[src/hw/rtl/iq_multimode_demodulator_core_assert.svh]
// Assertion macros for the multimode I/Q demodulator.
// Used by the top level only; expects clk and rst_n in scope.
`ifndef IQ_MULTIMODE_DEMODULATOR_CORE_ASSERT_SVH
`define IQ_MULTIMODE_DEMODULATOR_CORE_ASSERT_SVH

// Same-cycle implication, disabled during reset.
`define IMD_ASSERT_NOW(label, ante, cons, msg) \
    label: assert property (@(posedge clk) disable iff (!rst_n) (ante) |-> (cons)) \
        else $error(msg);

// Next-cycle implication, disabled during reset.
`define IMD_ASSERT_NEXT(label, ante, cons, msg) \
    label: assert property (@(posedge clk) disable iff (!rst_n) (ante) |=> (cons)) \
        else $error(msg);

`endif

[src/hw/rtl/imd_pkg.sv]
// Shared constants, register codes and helper functions for the demodulator.
// No dependencies; imported by the interface, multiplier and core files.
package imd_pkg;

    localparam int SAMPLE_BITS_DEF    = 12;
    localparam int ANGLE_ITER_DEF     = 16;
    localparam int ACC_W              = 48;
    localparam int MUL_AW             = 49;
    localparam int MUL_BW             = 18;
    localparam int MUL_PW             = MUL_AW + MUL_BW;
    localparam int SUM_W              = MUL_PW + 1;
    localparam int DIV_STEPS          = 34;
    localparam int CFG_DATA_W         = 16;
    localparam int CFG_IDX_W          = 3;

    localparam logic [2:0] MODE_WFM   = 3'd0;
    localparam logic [2:0] MODE_NFM   = 3'd1;
    localparam logic [2:0] MODE_AM    = 3'd2;
    localparam logic [2:0] MODE_USB   = 3'd3;
    localparam logic [2:0] MODE_LSB   = 3'd4;

    localparam logic [CFG_IDX_W-1:0] REG_MODE     = 3'd0;
    localparam logic [CFG_IDX_W-1:0] REG_DEEMPH   = 3'd1;
    localparam logic [CFG_IDX_W-1:0] REG_SB_LPF   = 3'd2;
    localparam logic [CFG_IDX_W-1:0] REG_DC_BLOCK = 3'd3;
    localparam logic [CFG_IDX_W-1:0] REG_VOLUME   = 3'd4;
    localparam logic [CFG_IDX_W-1:0] REG_SQUELCH  = 3'd5;

    localparam logic [15:0] DEEMPH_RST = 16'd65173;
    localparam logic [15:0] SB_LPF_RST = 16'd65023;
    localparam logic [15:0] DC_BLK_RST = 16'd64684;
    localparam logic [15:0] VOLUME_RST = 16'd256;

    localparam logic [29:0] PI_Q24     = 30'd52707179;
    localparam logic [17:0] FM_GAIN    = 18'd16000;
    localparam logic [17:0] PEAK_DECAY = 18'd65470;
    localparam logic [17:0] AM_GAIN    = 18'd58982;
    localparam logic [17:0] PCM_SCALE  = 18'd32767;

    localparam logic signed [SUM_W-1:0] ACC_MAX = SUM_W'(64'sd140737488355327);
    localparam logic signed [SUM_W-1:0] ACC_MIN = -ACC_MAX - SUM_W'(1);

    function automatic logic [23:0] atan_q24(input logic [4:0] k);
        logic [23:0] r;
        case (k)
            5'd0:    r = 24'd13176795;
            5'd1:    r = 24'd7778716;
            5'd2:    r = 24'd4110060;
            5'd3:    r = 24'd2086331;
            5'd4:    r = 24'd1047214;
            5'd5:    r = 24'd524117;
            5'd6:    r = 24'd262123;
            5'd7:    r = 24'd131069;
            default: r = (k < 5'd24) ? (24'd65536 >> (k - 5'd8)) : 24'd0;
        endcase
        return r;
    endfunction

    // Saturate a wide sum into the 48-bit accumulator range.
    function automatic logic signed [ACC_W-1:0] sat_acc(input logic signed [SUM_W-1:0] v);
        logic signed [ACC_W-1:0] r;
        if (v > ACC_MAX)
            r = ACC_MAX[ACC_W-1:0];
        else if (v < ACC_MIN)
            r = ACC_MIN[ACC_W-1:0];
        else
            r = v[ACC_W-1:0];
        return r;
    endfunction

endpackage

[src/hw/rtl/imd_mul.sv]
// Shared signed multiplier with registered product.
// Depends on imd_pkg for default operand widths.
module imd_mul
    import imd_pkg::*;
#(
    parameter int AW = MUL_AW,
    parameter int BW = MUL_BW
)
(
    input  logic                    clk,
    input  logic signed [AW-1:0]    a,
    input  logic signed [BW-1:0]    b,
    output logic signed [AW+BW-1:0] p
);
    logic signed [AW+BW-1:0] p_reg;

    always_ff @(posedge clk)
    begin
        p_reg <= a * b;
    end

    assign p = p_reg;
endmodule

[config.mk]
export PLATFORM = sky130hd
export DESIGN_NAME = imd_mul
export DESIGN_NICKNAME = d
export VERILOG_FILES = /design/src/hw/rtl/iq_multimode_demodulator_core_assert.svh /design/src/hw/rtl/imd_pkg.sv /design/src/hw/rtl/imd_mul.sv
export SDC_FILE = /design/constraint.sdc
export NUM_CORES = 2
export LEC_CHECK = 0
export ABC_CLOCK_PERIOD_IN_PS = 17200
export BUFFER_PORTS_ARGS = -buffer_cell sky130_fd_sc_hd__buf_2
export CAP_MARGIN = 20
export CORE_MARGIN = 2
export CORE_UTILIZATION = 40
export DETAILED_ROUTE_END_ITERATION = 10
export PLACE_DENSITY = 0.64
export SYNTH_ARGS = -nofsm -noshare
export SYNTH_HDL_FRONTEND = slang
export SYNTH_SLANG_ARGS = --single-unit
[constraint.sdc]
create_clock -name clk -period 17.2 [get_ports clk]
set_input_delay 2.58 -clock clk [delete_from_list [all_inputs] [get_ports clk]]
set_output_delay 2.58 -clock clk [all_outputs]
set_load 0.03 [all_outputs]
==> impl_metrics.yaml <==
global_route:
  antenna_found_initial: 4
  grt_use_total: 0.2322
  grt_pass1_wl_um: 141500
  grt_max_degree: 50
  overflow: 0
  first_global_vias: 25050
synth:
  ys.flop_type: "dfxtp_1"
  synth.distinct_cells: 73
  synth_top_family_by_area: "adder cells"
  synth_compound_area_frac: 0.04683
  synth_top_area_share: 0.5315
  yosys_warnings: 0
  syn_avg_cell_area_um2: 8.749
  synthSimpleGateAreaFrac: 0.1544
  syn_area_mm2: 0.03108
  synthTopCellsByArea: "fa_1 (53%), inv_1 (12%), nand2_1 (7.8%)"
  synth_edf_count: 0
  synthXorXnorAreaFrac: 0.01973
  synth_top_cell_by_area: "fa_1"
  synth_adder_area_share: 0.5939
  ys_seq_area_frac: 0.04316
  synth.mux.area_fraction: 0
  async_reset_ff_frac: 0
  synth_fp_nets: 4600
  ys_ff_latch: 67
  postSynthCellCount: 3552
placement:
  portBuffers: 134
  place_congestion: 0.9439
  hpwl_um: 67060
die:
  die_h_um: 282.7
  ioPinCount: 135
  std_cell_rows: 102
  die_x_um: 282.7
  initial_core_util: 0.4025
  die_area_mm2: 0.07994
  core_mm2: 0.07721
setup_path:
  worstSetupPathType: "primary input to flop"
  crit_end: "p[65]$_DFF_P_"
  cp-startpoint: "b[13]"
  required_ns: 17.47
  worstPathArrival_ns: 9.92
  critPathLaunchType: "primary input"
  crit_fanout: 49
  endpoint_kind: "flop"
timing:
  finalSetupViolations: 0
  hold_violations: 0
  finalCritPeriodShare: 0.5614
  drv_slew: 0
  final.setup.tns_ns: 0
  relSlewSlack: 0.3292
  fmax_mhz: 103.6
  hold_ws_ns: 2.666
  rsz0062_at_grt: "false"
  min_period_ns: 9.655
  tightest_slew_ns: 0.9905
clocking:
  numCtsBuffers: 9
  cts.sinks: 67
  post-cts-setup-buffers: 0
  cts-root-buf: "clkbuf_16"
  clk_pin_slew_ns: 0.06
  cts_max_level: 3
  cts_resized: 0
  cts_hold_buf: 0
  clk_path_buf_depth: 2
  cts_tree: "yes"
detailed_routing:
  dr.pass1.iters: 6
  vias_per_cell: 5.034
  drt_iter0_drc: 1717
  wl_per_cell_um: 19.12
  drcViolationCount: 0
  vias: 22900
  drtAntennaViolNets: 0
  routed_wl_um: 86990
cells_and_area:
  drive_gt1_frac: 0.05358
  post-route-util: 0.4225
  nets: 4554
  final_common_cell: "inv_1"
  num-fill-cells: 7661
  largest_reg_flops: 67
  antenna_cells: 0
  layout_common_cells: "inv_1 (958), fa_1 (825), nand2_1 (646)"
  area_growth_pct: 4.968
min_path:
  hp-start: "a[0]"
  hp-class: "primary input to flop"
run_status:
  status: "finished, final reports clean"
run:
  cap_violations: 0
## routing by layer
| metal | up-vias | global-route usage | wire (µm) |
|---|---|---|---|
| met5 | - | 0 | 47 |
| met4 | 8 | 0.05169 | 1649 |
| met3 | 113 | 0.04923 | 7374 |
| met2 | 871 | 0.3847 | 41520 |
| met1 | 11940 | 0.3132 | 36390 |
| li1 | 9965 | - | - |
## per-stage QoR
| stage | instances | worst slack, ns | cell area, µm² |
|---|---|---|---|
| final | 4549 | 7.545 | 32620 |
| after global routing | 4549 | 7.333 | 32620 |
| after CTS | 4549 | 7.639 | 32620 |
| after detailed placement | 4535 | 7.229 | 32370 |
| after global placement | 4535 | 7.256 | 32370 |
| after floorplan | 3552 | 8.770 | 31080 |
## synth_stat cells (3+ instances only)
library cell	number
buf_2	15
xnor2_1	48
a21o_1	27
xor2_1	22
a31oi_2	3
o211ai_1	7
clkbuf_1	189
a31oi_1	11
nor2b_1	5
and2_1	242
or3_1	3
inv_1	958
o21a_1	7
o21bai_1	12
a41oi_1	4
nor2_1	76
and3_1	12
fa_1	825
nor3_1	10
dfxtp_1	67
a211o_1	4
ha_1	155
nand4_1	17
nand2_1	646
o21ai_0	26
a21oi_1	68
nand3_1	13
nand2b_1	13
o21ai_1	14
## cell families (layout without fill, tap and decap cells)
family          after synthesis  in the layout
fa+ha+maj                   980            980
flops                        67             67
xor+xnor                     70             70
compound gates              216            216
buf+inv                    1168           1125
simple gates               1051           1051
## worst max-delay path, cell delays in order
cell	delay, ns
buf_2	0.09
buf_4	0.61
nand2_1	0.16
fa_1	0.54
inv_1	0.05
fa_1	0.57
fa_1	0.47
fa_1	0.48
fa_1	0.50
inv_1	0.05
fa_1	0.47
inv_1	0.04
ha_1	0.46
nand4_1	0.37
nor3_1	0.23
nand2_1	0.10
a31oi_1	0.59
o21ai_2	0.38
and3_1	0.32
o31ai_1	0.45
a41oi_1	0.19
xnor2_1	0.16
## how the worst min path moves through the flow
| stage | endpoint | slack (ns) | cells after the start |
|---|---|---|---|
| final | p[0]$_DFF_P_ | 2.67 | 2 |
| after global routing | p[0]$_DFF_P_ | 2.68 | 2 |
| after CTS | p[0]$_DFF_P_ | 2.64 | 2 |
| after detailed placement | p[7] | 3.01 | 1 |
| after global placement | p[21] | 3.01 | 1 |
| after floorplan | p[0]$_DFF_P_ | 2.71 | 1 |
## area by class of cell
cell class,count,area [µm²],area share
clock inverters,4,20.02,0.0006137
multi-input cells,2317,25320,0.7763
repair buffers,152,805.8,0.02470
inverters,959,3600,0.1104
flip-flops and latches,67,1341,0.04112
well taps,1040,1301,0.03989
clock buffers,10,229.0,0.007019
Power is not shown: default switching activity piles up to over one toggle a cycle in this logic, so the estimate is an artifact.
